<file path="src/tsp_pkg.sv">
// Shared constants, codes and command/status types for the throttle smoother.
`timescale 1ns / 1ps

package tsp_pkg;

  localparam int FRAC_BITS    = 16;
  localparam int DUTY_BITS    = 14;

  localparam int KIND_W       = 2;
  localparam int IN_THR_W     = 16;
  localparam int THR_W        = 10;
  localparam int PULSE_W      = 11;
  localparam int TAU_W        = 10;
  localparam int CFG_IDX_W    = 1;
  localparam int CFG_W        = TAU_W;

  localparam int TICK_MS      = 20;
  localparam int PERIOD_US    = 20000;
  localparam int THROTTLE_MAX = 1000;
  localparam int PULSE_MIN    = 1000;
  localparam int PULSE_MAX    = 2000;
  localparam int TAU_MIN      = 10;
  localparam int TAU_MAX      = 1000;
  localparam int TAU_RST      = 100;

  localparam int FILT_W       = THR_W + FRAC_BITS;
  // |diff| * 20 needs five more bits than the filtered value
  localparam int PROD_W       = FILT_W + 5;
  localparam int DVD_W        = PROD_W;
  localparam int DVS_W        = $clog2(TAU_MAX + TICK_MS + 1);
  localparam int CNT_W        = $clog2(DVD_W);

  localparam int DUTY_MAX     = (1 << DUTY_BITS) - 1;
  localparam int DUTY_RST     = PULSE_MIN * DUTY_MAX / PERIOD_US;

  // reciprocal of the period, rounded up; the shift keeps the truncated
  // quotient exact for every pulse width up to PULSE_MAX
  localparam int     DUTY_SHIFT   = 26;
  localparam longint DUTY_RECIP   =
    ((longint'(DUTY_MAX) << DUTY_SHIFT) + PERIOD_US - 1) / PERIOD_US;
  localparam int     DUTY_RECIP_W = $clog2(DUTY_RECIP + 1);
  localparam int     DUTY_PROD_W  = PULSE_W + DUTY_RECIP_W;

  typedef enum logic [KIND_W-1:0] {
    KIND_TARGET = 2'd0,
    KIND_DIRECT = 2'd1,
    KIND_TICK   = 2'd2,
    KIND_STOP   = 2'd3
  } kind_e;

  typedef enum logic [CFG_IDX_W-1:0] {
    CFG_ENABLE      = 1'b0,
    CFG_FILTER_TIME = 1'b1
  } cfg_idx_e;

  typedef struct packed {
    logic apply;
    logic tick_load;
    logic div_step;
    logic tick_commit;
    logic duty_commit;
    logic out_load;
  } cmd_t;

  typedef struct packed {
    logic enable;
    logic div_last;
  } sts_t;

endpackage

</file>
<file path="src/tsp_intf.sv">
// Input and output word channels of the throttle smoother.
`timescale 1ns / 1ps

interface tsp_in_if import tsp_pkg::*; ();
  logic                valid;
  logic                ready;
  logic [KIND_W-1:0]   kind;
  logic [IN_THR_W-1:0] throttle;

  modport source (output valid, kind, throttle, input ready);
  modport sink   (input valid, kind, throttle, output ready);
endinterface

interface tsp_out_if import tsp_pkg::*; ();
  logic                 valid;
  logic                 ready;
  logic [PULSE_W-1:0]   pulse_width;
  logic [DUTY_BITS-1:0] duty;
  logic [THR_W-1:0]     filtered_throttle;
  logic                 pulse_updated;
  logic                 ignored;

  modport source (output valid, pulse_width, duty, filtered_throttle, pulse_updated, ignored,
                  input ready);
  modport sink   (input valid, pulse_width, duty, filtered_throttle, pulse_updated, ignored,
                  output ready);
endinterface

</file>
<file path="src/throttle_smoothing_servo_pulse_unit.sv">
// Top level of the throttle smoother with servo pulse and duty output.
//
// Usage: words arrive on in_i (kind, throttle) under valid/ready and each one
// gives exactly one word on out_o (pulse_width, duty, filtered_throttle,
// pulse_updated, ignored). Registers are written through cfg_we_i, cfg_idx_i
// and cfg_data_i (index 0 enable, index 1 filter time in ms, saturated to
// 10..1000); the user must write them only while the block is idle, which the
// block itself does not enforce. A disabled word, a set target or an emergency
// stop goes from acceptance straight to output; a direct set first passes the
// duty commit; a filter tick passes divider load, divide, filter commit and
// duty commit. The filter step uses a restoring divider that retires one
// quotient bit per cycle over a 31-bit dividend; the duty is a reciprocal multiply.
// One word is worked on at a time; in_i.ready is high whenever the controller
// is idle, so the next word is taken while a finished word still waits.
// A stalled receiver holds the finished word in the output register; a
// following word then waits in its last step until that register frees.
// Reset clears filter state to zero, the pulse to 1000 us, enable to 0 and
// the filter time to 100 ms.
`timescale 1ns / 1ps

module throttle_smoothing_servo_pulse_unit import tsp_pkg::*; (
  input  logic                 clk_i,
  input  logic                 rst_ni,
  tsp_in_if.sink               in_i,
  tsp_out_if.source            out_o,
  input  logic                 cfg_we_i,
  input  logic [CFG_IDX_W-1:0] cfg_idx_i,
  input  logic [CFG_W-1:0]     cfg_data_i
);

  cmd_t cmd;
  sts_t sts;

  tsp_ctrl u_ctrl (
    .clk_i       (clk_i),
    .rst_ni      (rst_ni),
    .in_valid_i  (in_i.valid),
    .in_ready_o  (in_i.ready),
    .in_kind_i   (in_i.kind),
    .out_valid_o (out_o.valid),
    .out_ready_i (out_o.ready),
    .sts_i       (sts),
    .cmd_o       (cmd)
  );

  tsp_dpath u_dpath (
    .clk_i               (clk_i),
    .rst_ni              (rst_ni),
    .cfg_we_i            (cfg_we_i),
    .cfg_idx_i           (cfg_idx_i),
    .cfg_data_i          (cfg_data_i),
    .in_kind_i           (in_i.kind),
    .in_throttle_i       (in_i.throttle),
    .cmd_i               (cmd),
    .sts_o               (sts),
    .pulse_width_o       (out_o.pulse_width),
    .duty_o              (out_o.duty),
    .filtered_throttle_o (out_o.filtered_throttle),
    .pulse_updated_o     (out_o.pulse_updated),
    .ignored_o           (out_o.ignored)
  );

  a_pulse_range: assert property (@(posedge clk_i) disable iff (!rst_ni)
    out_o.valid |-> (out_o.pulse_width >= PULSE_W'(PULSE_MIN) &&
                     out_o.pulse_width <= PULSE_W'(PULSE_MAX)))
    else $error("pulse width out of range");

  a_filt_range: assert property (@(posedge clk_i) disable iff (!rst_ni)
    out_o.valid |-> (out_o.filtered_throttle <= THR_W'(THROTTLE_MAX)))
    else $error("filtered throttle out of range");

  a_flags: assert property (@(posedge clk_i) disable iff (!rst_ni)
    out_o.valid |-> !(out_o.ignored && out_o.pulse_updated))
    else $error("ignored word reports a pulse update");

  a_no_accept_busy: assert property (@(posedge clk_i) disable iff (!rst_ni)
    (cmd.div_step || cmd.tick_load || cmd.duty_commit) |-> !in_i.ready)
    else $error("input taken while divider busy");

endmodule

</file>
<file path="src/tsp_dpath.sv">
// Datapath: registers, filter state, restoring divider, duty multiply and output word.
`timescale 1ns / 1ps

module tsp_dpath import tsp_pkg::*; (
  input  logic                 clk_i,
  input  logic                 rst_ni,
  input  logic                 cfg_we_i,
  input  logic [CFG_IDX_W-1:0] cfg_idx_i,
  input  logic [CFG_W-1:0]     cfg_data_i,
  input  logic [KIND_W-1:0]    in_kind_i,
  input  logic [IN_THR_W-1:0]  in_throttle_i,
  input  cmd_t                 cmd_i,
  output sts_t                 sts_o,
  output logic [PULSE_W-1:0]   pulse_width_o,
  output logic [DUTY_BITS-1:0] duty_o,
  output logic [THR_W-1:0]     filtered_throttle_o,
  output logic                 pulse_updated_o,
  output logic                 ignored_o
);

  logic                 en_q;
  logic [TAU_W-1:0]     tau_q;
  logic [FILT_W-1:0]    filt_q, filt_d;
  logic [THR_W-1:0]     tgt_q, tgt_d;
  logic [PULSE_W-1:0]   pulse_q, pulse_d;
  logic [DUTY_BITS-1:0] duty_q, duty_d;
  logic                 upd_q, ign_q, dir_q, dir_d;
  logic [DVD_W-1:0]     dvd_q, dvd_d;
  logic [DVS_W-1:0]     dvs_q, dvs_d;
  logic [DVS_W-1:0]     rem_q, rem_d;
  logic [CNT_W-1:0]     cnt_q, cnt_d;

  logic [PULSE_W-1:0]   out_pulse_q;
  logic [DUTY_BITS-1:0] out_duty_q;
  logic [THR_W-1:0]     out_filt_q;
  logic                 out_upd_q, out_ign_q;

  logic [THR_W-1:0]       thr_sat;
  logic [FILT_W-1:0]      goal, diff, filt_new;
  logic                   up;
  logic [DVD_W-1:0]       diff_x;
  logic [DVS_W:0]         trial, trial_sub;
  logic                   ge;
  logic [PULSE_W-1:0]     pulse_raw;
  logic [CFG_W-1:0]       tau_sat;
  logic [DUTY_PROD_W-1:0] duty_prod;

  // configuration
  always_comb begin
    tau_sat = cfg_data_i;
    if (cfg_data_i < CFG_W'(TAU_MIN)) tau_sat = CFG_W'(TAU_MIN);
    if (cfg_data_i > CFG_W'(TAU_MAX)) tau_sat = CFG_W'(TAU_MAX);
  end

  always_ff @(posedge clk_i or negedge rst_ni) begin
    if (!rst_ni) begin
      en_q  <= 1'b0;
      tau_q <= TAU_W'(TAU_RST);
    end else if (cfg_we_i) begin
      case (cfg_idx_e'(cfg_idx_i))
        CFG_ENABLE:      en_q  <= cfg_data_i[0];
        CFG_FILTER_TIME: tau_q <= tau_sat;
        default: ;
      endcase
    end
  end

  assign thr_sat = (in_throttle_i > IN_THR_W'(THROTTLE_MAX)) ? THR_W'(THROTTLE_MAX)
                                                              : in_throttle_i[THR_W-1:0];

  assign goal   = {tgt_q, {FRAC_BITS{1'b0}}};
  assign up     = (goal >= filt_q);
  assign diff   = up ? (goal - filt_q) : (filt_q - goal);
  assign diff_x = DVD_W'(diff);

  assign trial     = {rem_q, dvd_q[DVD_W-1]};
  assign ge        = (trial >= {1'b0, dvs_q});
  assign trial_sub = trial - {1'b0, dvs_q};

  assign filt_new  = dir_q ? (filt_q + dvd_q[FILT_W-1:0]) : (filt_q - dvd_q[FILT_W-1:0]);
  assign pulse_raw = PULSE_W'(PULSE_MIN) + PULSE_W'(filt_new[FILT_W-1:FRAC_BITS]);

  assign duty_prod = DUTY_PROD_W'(pulse_q) * DUTY_PROD_W'(DUTY_RECIP);

  always_comb begin
    filt_d  = filt_q;
    tgt_d   = tgt_q;
    pulse_d = pulse_q;
    duty_d  = duty_q;
    dir_d   = dir_q;
    dvd_d   = dvd_q;
    dvs_d   = dvs_q;
    rem_d   = rem_q;
    cnt_d   = cnt_q;

    if (cmd_i.apply && en_q) begin
      case (kind_e'(in_kind_i))
        KIND_TARGET: tgt_d = thr_sat;
        KIND_DIRECT: begin
          tgt_d   = thr_sat;
          filt_d  = {thr_sat, {FRAC_BITS{1'b0}}};
          pulse_d = PULSE_W'(PULSE_MIN) + PULSE_W'(thr_sat);
        end
        KIND_STOP: begin
          tgt_d   = '0;
          filt_d  = '0;
          pulse_d = PULSE_W'(PULSE_MIN);
          duty_d  = DUTY_BITS'(DUTY_RST);
        end
        default: ;
      endcase
    end

    if (cmd_i.tick_load) begin
      dvd_d = (diff_x << 4) + (diff_x << 2);
      dvs_d = DVS_W'(tau_q) + DVS_W'(TICK_MS);
      rem_d = '0;
      cnt_d = CNT_W'(DVD_W - 1);
      dir_d = up;
    end

    if (cmd_i.div_step) begin
      rem_d = ge ? trial_sub[DVS_W-1:0] : trial[DVS_W-1:0];
      dvd_d = {dvd_q[DVD_W-2:0], ge};
      cnt_d = cnt_q - 1'b1;
    end

    if (cmd_i.tick_commit) begin
      filt_d  = filt_new;
      pulse_d = (pulse_raw > PULSE_W'(PULSE_MAX)) ? PULSE_W'(PULSE_MAX) : pulse_raw;
    end

    if (cmd_i.duty_commit) begin
      duty_d = DUTY_BITS'(duty_prod[DUTY_PROD_W-1:DUTY_SHIFT]);
    end
  end

  always_ff @(posedge clk_i or negedge rst_ni) begin
    if (!rst_ni) begin
      filt_q  <= '0;
      tgt_q   <= '0;
      pulse_q <= PULSE_W'(PULSE_MIN);
      duty_q  <= DUTY_BITS'(DUTY_RST);
      cnt_q   <= '0;
    end else begin
      filt_q  <= filt_d;
      tgt_q   <= tgt_d;
      pulse_q <= pulse_d;
      duty_q  <= duty_d;
      cnt_q   <= cnt_d;
    end
  end

  always_ff @(posedge clk_i) begin
    dir_q <= dir_d;
    dvd_q <= dvd_d;
    dvs_q <= dvs_d;
    rem_q <= rem_d;
    if (cmd_i.apply) begin
      ign_q <= !en_q;
      upd_q <= en_q && (kind_e'(in_kind_i) != KIND_TARGET);
    end
    if (cmd_i.out_load) begin
      out_pulse_q <= pulse_q;
      out_duty_q  <= duty_q;
      out_filt_q  <= filt_q[FILT_W-1:FRAC_BITS];
      out_upd_q   <= upd_q;
      out_ign_q   <= ign_q;
    end
  end

  assign sts_o.enable   = en_q;
  assign sts_o.div_last = (cnt_q == '0);

  assign pulse_width_o       = out_pulse_q;
  assign duty_o              = out_duty_q;
  assign filtered_throttle_o = out_filt_q;
  assign pulse_updated_o     = out_upd_q;
  assign ignored_o           = out_ign_q;

endmodule

</file>
<file path="src/tsp_ctrl.sv">
// Controller: sequences one word through apply, divider passes, filter and duty commits and output load.
`timescale 1ns / 1ps

module tsp_ctrl import tsp_pkg::*; (
  input  logic              clk_i,
  input  logic              rst_ni,
  input  logic              in_valid_i,
  output logic              in_ready_o,
  input  logic [KIND_W-1:0] in_kind_i,
  output logic              out_valid_o,
  input  logic              out_ready_i,
  input  sts_t              sts_i,
  output cmd_t              cmd_o
);

  typedef enum logic [5:0] {
    ST_IDLE    = 6'b000001,
    ST_TLOAD   = 6'b000010,
    ST_TDIV    = 6'b000100,
    ST_TCOMMIT = 6'b001000,
    ST_DCOMMIT = 6'b010000,
    ST_EMIT    = 6'b100000
  } state_e;

  state_e state_q, state_d;
  logic   out_valid_q, out_valid_d;

  assign in_ready_o  = (state_q == ST_IDLE);
  assign out_valid_o = out_valid_q;

  always_comb begin
    state_d = state_q;
    cmd_o   = '0;
    case (state_q)
      ST_IDLE: begin
        if (in_valid_i) begin
          cmd_o.apply = 1'b1;
          if (!sts_i.enable) begin
            state_d = ST_EMIT;
          end else begin
            case (kind_e'(in_kind_i))
              KIND_DIRECT: state_d = ST_DCOMMIT;
              KIND_TICK:   state_d = ST_TLOAD;
              default:     state_d = ST_EMIT;
            endcase
          end
        end
      end
      ST_TLOAD: begin
        cmd_o.tick_load = 1'b1;
        state_d         = ST_TDIV;
      end
      ST_TDIV: begin
        cmd_o.div_step = 1'b1;
        if (sts_i.div_last) state_d = ST_TCOMMIT;
      end
      ST_TCOMMIT: begin
        cmd_o.tick_commit = 1'b1;
        state_d           = ST_DCOMMIT;
      end
      ST_DCOMMIT: begin
        cmd_o.duty_commit = 1'b1;
        state_d           = ST_EMIT;
      end
      ST_EMIT: begin
        if (!out_valid_q || out_ready_i) begin
          cmd_o.out_load = 1'b1;
          state_d        = ST_IDLE;
        end
      end
      default: state_d = ST_IDLE;
    endcase
  end

  always_comb begin
    out_valid_d = out_valid_q;
    if (cmd_o.out_load) begin
      out_valid_d = 1'b1;
    end else if (out_ready_i) begin
      out_valid_d = 1'b0;
    end
  end

  always_ff @(posedge clk_i or negedge rst_ni) begin
    if (!rst_ni) begin
      state_q     <= ST_IDLE;
      out_valid_q <= 1'b0;
    end else begin
      state_q     <= state_d;
      out_valid_q <= out_valid_d;
    end
  end

endmodule
</file>
<file path="src/flat_wrapper.sv">
// flat-port wrapper written by rule: the top's interface ports become plain ports
module throttle_smoothing_servo_pulse_unit_flat import tsp_pkg::*;
  (clk_i, rst_ni, cfg_we_i, cfg_idx_i, cfg_data_i, in_i_valid, in_i_kind, in_i_throttle, in_i_ready, out_o_valid, out_o_pulse_width, out_o_duty, out_o_filtered_throttle, out_o_pulse_updated, out_o_ignored, out_o_ready);
  tsp_in_if in_i_i ();
  tsp_out_if out_o_i ();
  input  logic clk_i;
  input  logic rst_ni;
  input  logic cfg_we_i;
  input  logic [CFG_IDX_W-1:0] cfg_idx_i;
  input  logic [CFG_W-1:0] cfg_data_i;
  input wire logic [$bits(in_i_i.valid)-1:0] in_i_valid;
  input wire logic [$bits(in_i_i.kind)-1:0] in_i_kind;
  input wire logic [$bits(in_i_i.throttle)-1:0] in_i_throttle;
  output wire logic [$bits(in_i_i.ready)-1:0] in_i_ready;
  output wire logic [$bits(out_o_i.valid)-1:0] out_o_valid;
  output wire logic [$bits(out_o_i.pulse_width)-1:0] out_o_pulse_width;
  output wire logic [$bits(out_o_i.duty)-1:0] out_o_duty;
  output wire logic [$bits(out_o_i.filtered_throttle)-1:0] out_o_filtered_throttle;
  output wire logic [$bits(out_o_i.pulse_updated)-1:0] out_o_pulse_updated;
  output wire logic [$bits(out_o_i.ignored)-1:0] out_o_ignored;
  input wire logic [$bits(out_o_i.ready)-1:0] out_o_ready;
  assign in_i_i.valid = in_i_valid;
  assign in_i_i.kind = in_i_kind;
  assign in_i_i.throttle = in_i_throttle;
  assign in_i_ready = in_i_i.ready;
  assign out_o_valid = out_o_i.valid;
  assign out_o_pulse_width = out_o_i.pulse_width;
  assign out_o_duty = out_o_i.duty;
  assign out_o_filtered_throttle = out_o_i.filtered_throttle;
  assign out_o_pulse_updated = out_o_i.pulse_updated;
  assign out_o_ignored = out_o_i.ignored;
  assign out_o_i.ready = out_o_ready;
  throttle_smoothing_servo_pulse_unit u_core (.clk_i(clk_i), .rst_ni(rst_ni), .in_i(in_i_i), .out_o(out_o_i), .cfg_we_i(cfg_we_i), .cfg_idx_i(cfg_idx_i), .cfg_data_i(cfg_data_i));
endmodule
</file>
<file path="config.mk">
export PLATFORM = sky130hd
export DESIGN_NAME = throttle_smoothing_servo_pulse_unit_flat
export DESIGN_NICKNAME = d
export VERILOG_FILES = /design/src/tsp_pkg.sv /design/src/tsp_intf.sv /design/src/throttle_smoothing_servo_pulse_unit.sv /design/src/tsp_dpath.sv /design/src/tsp_ctrl.sv /design/src/flat_wrapper.sv
export SDC_FILE = /design/constraint.sdc
export NUM_CORES = 1
export LEC_CHECK = 0
export BUFFER_PORTS_ARGS = -buffer_cell sky130_fd_sc_hd__buf_2
export CAP_MARGIN = 20
export CORE_MARGIN = 3
export CORE_UTILIZATION = 55
export CTS_BUF_LIST = sky130_fd_sc_hd__clkbuf_4 sky130_fd_sc_hd__clkbuf_8
export DETAILED_ROUTE_END_ITERATION = 6
export HOLD_SLACK_MARGIN = 0.02
export PLACE_DENSITY_LB_ADDON = 0.12
export SETUP_SLACK_MARGIN = 0.5
export SYNTH_ARGS = -nofsm -noshare
export SYNTH_HDL_FRONTEND = slang
export SYNTH_SLANG_ARGS = --single-unit
</file>
<file path="constraint.sdc">
create_clock -name clk_i -period 6.7 [get_ports clk_i]
set_clock_uncertainty 0.05 [all_clocks]
set_input_delay 0 -clock clk_i [delete_from_list [all_inputs] [get_ports clk_i]]
set_output_delay 0 -clock clk_i [all_outputs]
set_load 0.01 [all_outputs]
</file>
==> impl_metrics.yaml, run 1 <==
detailed_routing:
  avgRoutedWirePerCell_um: 17.5
  vias: 12100
  viasPerCell: 5.71
  firstDrtPassIters: 6
  drt_iter0_drc: 924
  ant_nets: 0
  drc: 0
  wirelength_um: 37000
final_layout:
  register_area_sq_um: 4690
  multiInputGateArea_sq_um: 9780
  fin_util_pct: 62.1
  syn_to_final_growth_pct: 9.99
  drive_above_1_share_pct: 10.1
  final_nets: 2028
  final.fill_count: 2417
  antennaDiodeCount: 0
yosys:
  synth_top_cell_area_share_pct: 17.2
  syn_inst: 1638
  synth_top_family_by_area: "adder cells"
  synth_edf_count: 88
  ys_async_sr_fraction_pct: 47.9
  synthFlopType: "edfxtp_1"
  synth_area_sq_um: 15300
  synth_mux_area_share_pct: 1.04
  yosys_warnings: 0
  synth-adder-area-share_pct: 25.2
  synth.distinct_cells: 88
  synth_area_per_cell_sq_um: 9.36
  synth_compound_area_share_pct: 15.8
  seq_area_frac_synth_pct: 30.6
  yosysTopAreaCell: "edfxtp_1"
  synth-simple-area-share_pct: 14.2
  synthTopCellsByArea: "edfxtp_1 (17%), ha_1 (15%), dfrtp_1 (11%)"
  ys_ff_latch: 169
  synth_xor_area_share_pct: 7.18
clocking:
  cts_setup_buffers: 0
  clk_latency_ps: 480
  numCtsBuffers: 17
  clkTransAtPathRegs_ps: 130
  cts_tree: "done"
  clock_sinks: 169
  cts_root_buf: "clkbuf_8"
  clockBufferDepth: 2
  htree_levels: 4
critical_path:
  crit_arrival_ps: 6000
  worstPathRequired_ps: 6890
  end_kind: "flop"
  r2r_slack_ps: 890
  path_class: "reg2reg"
  crit_path_start_kind: "flop"
  cp_max_fo: 22
sta:
  timing.final.hold_violations: 0
  worst_slew_pin_slew_ps: 1090
  period_share_pct: 86.7
  rsz0062_at_grt: "false"
  max_slew_margin_pct: 27.2
  setup_viol: 0
  holdWs_ps: 33.7
  fmax_mhz: 172
  report.final.slew_viol_count: 0
  setup_tns_ps: 0
  fin_crit_ps: 5810
placement:
  gp_congestion: 0.902
  hpwl_um: 28700
  io_buffer_count: 69
grt:
  grt_pass1_wl_um: 62100
  grt_max_degree: 51
  grt_pass1_vias: 12100
  gr-usage-all-layers_pct: 25.3
  grt-ovfl-total: 0
  antenna_found_initial: 0
hold_path:
  hold_class: "in2reg"
die:
  die_w_um: 173
  die-area_sq_um: 29900
  placementRows: 60
  ios: 73
  core_sq_um: 27200
  die_h_um: 173
  floorplan.initialDensity_pct: 56.4
run_status:
  run_status: "complete, no violations"
flow_run:
  max-cap-violations: 0
## cells in the mapped netlist (all sizes together) (17+ instances only)
master	count
ha	189
inv	188
nor2	127
a21oi	125
nand2	124
o21ai	113
edfxtp	88
fa	75
dfrtp	65
xor2	65
xnor2	59
nand3	40
a21o	31
clkbuf	27
nor3	25
buf	17
## path summary, 6_finish.rpt
path | startpoint | end | depth (start not counted)
setup / recovery | u_core.u_dpath.filt_q[1] | u_core.u_dpath.dvd_q[30] | 22
min in group asynchronous | rst_ni | u_core.u_dpath.filt_q[0] | 4
setup reg to reg | u_core.u_dpath.filt_q[1] | u_core.u_dpath.dvd_q[30] | 22
hold / removal | cfg_idx_i | u_core.u_dpath.tau_q[4] | 4
hold reg to reg | u_core.u_dpath.upd_q | u_core.u_dpath.pulse_updated_o | 0
max in group asynchronous | rst_ni | u_core.u_dpath.filt_q[19] | 4
## flip-flops by register name (all words and copies together) (netlist names), 5 cells and up
name                                cells
u_core.u_dpath.dvd_q                   31
u_core.u_dpath.filt_q                  26
u_core.u_dpath.duty_o                  11
u_core.u_dpath.duty_q                  11
u_core.u_dpath.pulse_q                 11
u_core.u_dpath.pulse_width_o           11
u_core.u_dpath.dvs_q                   10
u_core.u_dpath.filtered_throttle_o     10
u_core.u_dpath.rem_q                   10
u_core.u_dpath.tau_q                   10
u_core.u_dpath.tgt_q                   10
u_core.u_ctrl.state_q                   6
u_core.u_dpath.cnt_q                    5
## through the flow
| stage | cell area, sq um | setup WS (ps) | instances |
|---|---|---|---|
| floorplan | 15300 | 1520 | 1640 |
| global placement | 16100 | 1010 | 2048 |
| detailed placement | 16100 | 840 | 2049 |
| CTS | 16900 | 797 | 2115 |
| global route | 16900 | 507 | 2115 |
| finish | 16900 | 892 | 2115 |
## critical path: stages (launching register included)
cell,delay [ps]
dfrtp_1,470
inv_1,140
ha_1,180
or3b_2,520
nor4_4,410
a221oi_2,160
a21oi_4,230
a211oi_2,80
buf_4,210
inv_4,220
o31ai_1,130
xnor2_1,270
ha_1,350
o21a_1,190
o31a_1,140
o21ai_1,240
nor4b_1,360
o31ai_1,170
a21oi_1,260
a21oi_1,150
a31oi_1,300
nor2_1,70
a32o_1,260
## timing repair
| item | CTS | global route |
|---|---|---|
| setup endpoints to repair | 0 | 6 |
| hold buffers | 34 | 0 |
| resized for setup | 0 | 3 |
| endpoints found under the hold margin | 77 | 0 |
## cell families (layout without fill, tap and decap cells)
logic type,Yosys count,in the layout
fa+ha+maj,264,264
simple gates,442,442
buf+inv,232,335
flops,169,169
mux,15,15
compound gates,391,391
xor+xnor,124,124
other cells,1,3
## routing by layer
metal  part of all wire (%)  global-route usage, %  vias up
met5                      0                      0        -
met4                    1.4                   4.93        0
met3                    5.1                   4.59       47
met2                     47                   42.1      302
met1                     47                   35.1     5809
li1                       -                      -     5921
## layout by cell type, fill, tap and decap left out, drive strengths merged, types with 12 or more instances in the layout
master | netlist | layout
inv | 188 | 195
ha | 189 | 189
nor2 | 127 | 127
a21oi | 125 | 125
nand2 | 124 | 124
o21ai | 113 | 113
edfxtp | 88 | 88
buf | 17 | 82
fa | 75 | 75
dfrtp | 65 | 65
xor2 | 65 | 65
xnor2 | 59 | 59
nand3 | 40 | 40
dlygate4sd3 | 0 | 33
a21o | 31 | 31
nor3 | 25 | 25
clkbuf | 27 | 17
dfstp | 16 | 16
nor4 | 16 | 16
o211ai | 15 | 15
o31ai | 14 | 14
nand2b | 13 | 13
nand4 | 13 | 13
nor2b | 13 | 13
a211oi | 12 | 12
## area by class of cell
class / count / area share (%)
Multi-Input combinational cell: 1239 / 58.0
Sequential cell: 169 / 27.8
Timing Repair Buffer: 115 / 4.75
Inverter: 188 / 4.20
Tap cell: 372 / 2.76
Clock buffer: 17 / 1.39
Clock inverter: 15 / 1.14
Power of run 1 is left out: the tool's default activity adds up to more than one toggle a clock period on the data nets, which glitch-free logic cannot reach.
==> run 2, diff against run 1 <==
--- a/config.mk
+++ b/config.mk
@@ -6,7 +6,6 @@
 export NUM_CORES = 1
 export LEC_CHECK = 0
 export BUFFER_PORTS_ARGS = -buffer_cell sky130_fd_sc_hd__buf_2
-export CAP_MARGIN = 20
 export CORE_MARGIN = 3
 export CORE_UTILIZATION = 55
 export CTS_BUF_LIST = sky130_fd_sc_hd__clkbuf_4 sky130_fd_sc_hd__clkbuf_8
==> constraint.sdc (replaced) <==
create_clock -name clk_i -period 6.7 [get_ports clk_i]
set_clock_uncertainty 0.05 [all_clocks]
set_input_delay 0 -clock clk_i [delete_from_list [all_inputs] [get_ports clk_i]]
set_output_delay 0 -clock clk_i [all_outputs]
set_load 0.02 [all_outputs]
==> impl_metrics.yaml, run 2 (synthesized netlist as in run 1, its figures left out) <==
critical_path:
  crit_family: "compound AO/OA/AOI/OAI gates"
  end_kind: "flop"
  path_class: "reg2reg"
  cp_slowest_cell: "or3b_2"
  timing.critical_path.buf_inv: 3
  r2r_slack_ps: 940
  crit_path_cell_trace: "inv_1 -> ha_1 -> or3b_2 -> nor4_4 -> a221oi_2 -> a21oi_4 -> a211oi_2 -> buf_4 -> inv_4 -> o31ai_1 -> xnor2_1 -> ha_1 -> o21a_1 -> o31a_1 -> o21ai_1 -> nor4b_1 -> o31ai_1 -> a21oi_1 -> a21oi_1 -> a31oi_1 -> nor2_1 -> a32o_1"
  cp_max_fo: 22
  cpPeakStageDelay_ps: 520
  crit_path_start_kind: "flop"
  crit_arrival_ps: 5950
  worstPathRequired_ps: 6890
sta:
  setup_viol: 0
  report.final.slew_viol_count: 0
  max_slew_margin_pct: 17.7
  setup_tns_ps: 0
  worst_slew_pin_slew_ps: 1230
  holdWs_ps: 54.2
  worst_slack_ps: 937
  period_share_pct: 86.0
  timing.final.hold_violations: 0
  rsz0062_at_grt: "false"
  fmax_mhz: 174
  fin_crit_ps: 5760
run_status:
  run_status: "complete, no violations"
final_layout:
  antennaDiodeCount: 0
  drive_above_1_share_pct: 10.0
  final_nets: 2028
  final_common_cell: "ha_1"
  top_regs: "u_core.u_dpath.dvd_q: 31 flops, u_core.u_dpath.filt_q: 26 flops"
  final.fill_count: 2364
  top_register: "u_core.u_dpath.dvd_q"
  largest_register_ffs: 31
  mostFrequentLayoutCells: "ha_1 (189), inv_1 (187), nor2_1 (127), a21oi_1 (124), nand2_1 (123)"
  syn_to_final_growth_pct: 9.93
grt:
  antenna_found_initial: 0
  grt_max_degree: 51
  grt_pass1_wl_um: 61800
  gr-usage-all-layers_pct: 25.1
  grt-ovfl-total: 0
  grt_pass1_vias: 12100
clocking:
  cts_root_buf: "clkbuf_8"
  clkTransAtPathRegs_ps: 110
  cts_setup_buffers: 0
  clock_sinks: 169
  numCtsBuffers: 17
  clockBufferDepth: 2
  clk_latency_ps: 470
  htree_levels: 4
  cts_tree: "done"
die:
  die-area_sq_um: 29900
  core_sq_um: 27200
  die_w_um: 173
  placementRows: 60
  floorplan.initialDensity_pct: 56.4
  die_h_um: 173
  ios: 73
placement:
  gp_congestion: 0.902
  hpwl_um: 28600
  dp_slack_ps: 841
  io_buffer_count: 69
detailed_routing:
  viasPerCell: 5.68
  drt_iter0_drc: 771
  vias: 12000
  drc: 0
  firstDrtPassIters: 5
  avgRoutedWirePerCell_um: 17.5
  ant_nets: 0
  wirelength_um: 36900
hold_path:
  hold_class: "in2reg"
flow_run:
  max-cap-violations: 0
==> run 2: worst paths after layout <==
| path | end | start | depth (start not counted) |
|---|---|---|---|
| max | u_core.u_dpath.dvd_q[30] | u_core.u_dpath.filt_q[1] | 22 |
| min in group asynchronous | u_core.u_dpath.filt_q[0] | rst_ni | 4 |
| min | u_core.u_dpath.filt_q[22] | in_i_throttle[13] | 5 |
| max in group asynchronous | u_core.u_dpath.duty_q[10] | rst_ni | 4 |
| max reg2reg | u_core.u_dpath.dvd_q[30] | u_core.u_dpath.filt_q[1] | 22 |
| min reg2reg | u_core.u_dpath.pulse_updated_o | u_core.u_dpath.upd_q | 0 |
==> run 2: metrics by stage <==
| stage | util, % | instances | cell area [sq um] |
|---|---|---|---|
| global route | 62.0 | 2115 | 16900 |
| global placement | 59.1 | 2048 | 16100 |
| floorplan | - | 1640 | 15300 |
| detailed placement | 59.1 | 2048 | 16100 |
| finish | 62.0 | 2115 | 16900 |
| CTS | 62.0 | 2115 | 16900 |
==> run 2: tightest hold or removal path: stages <==
cell and delay [ps]:
buf_2 70, nor4_1 50, nand2_1 220, o21ai_0 120, o211ai_1 80
==> run 2: metal layers <==
layer / up-vias / global-route usage [%] / wire length, um / share of wire, %
met3: 37 / 4.15 / 1880 / 5.1
li1: 5911 / - / - / -
met5: - / 0 / 0 / 0
met4: 0 / 5.41 / 515 / 1.4
met1: 5762 / 35.1 / 17200 / 47
met2: 297 / 41.4 / 17300 / 47
==> run 2: what timing repair did <==
action | 4_1_cts | 5_1_grt
gates resized for setup | 0 | 3
endpoints found under the setup margin | 0 | 6
hold endpoints to repair | 70 | 0
hold buffers | 35 | 0
==> run 2: layout make-up <==
type                       count  area, sq um  area share, %
clock inverter                15          193           1.14
multi-input combinational   1239         9780           58.0
timing repair buffer         115          791           4.69
sequential                   169         4690           27.8
tap                          372          465           2.76
clock buffer                  17          234           1.39
inverter                     188          708           4.20
Power of run 2 is left out for the same reason.
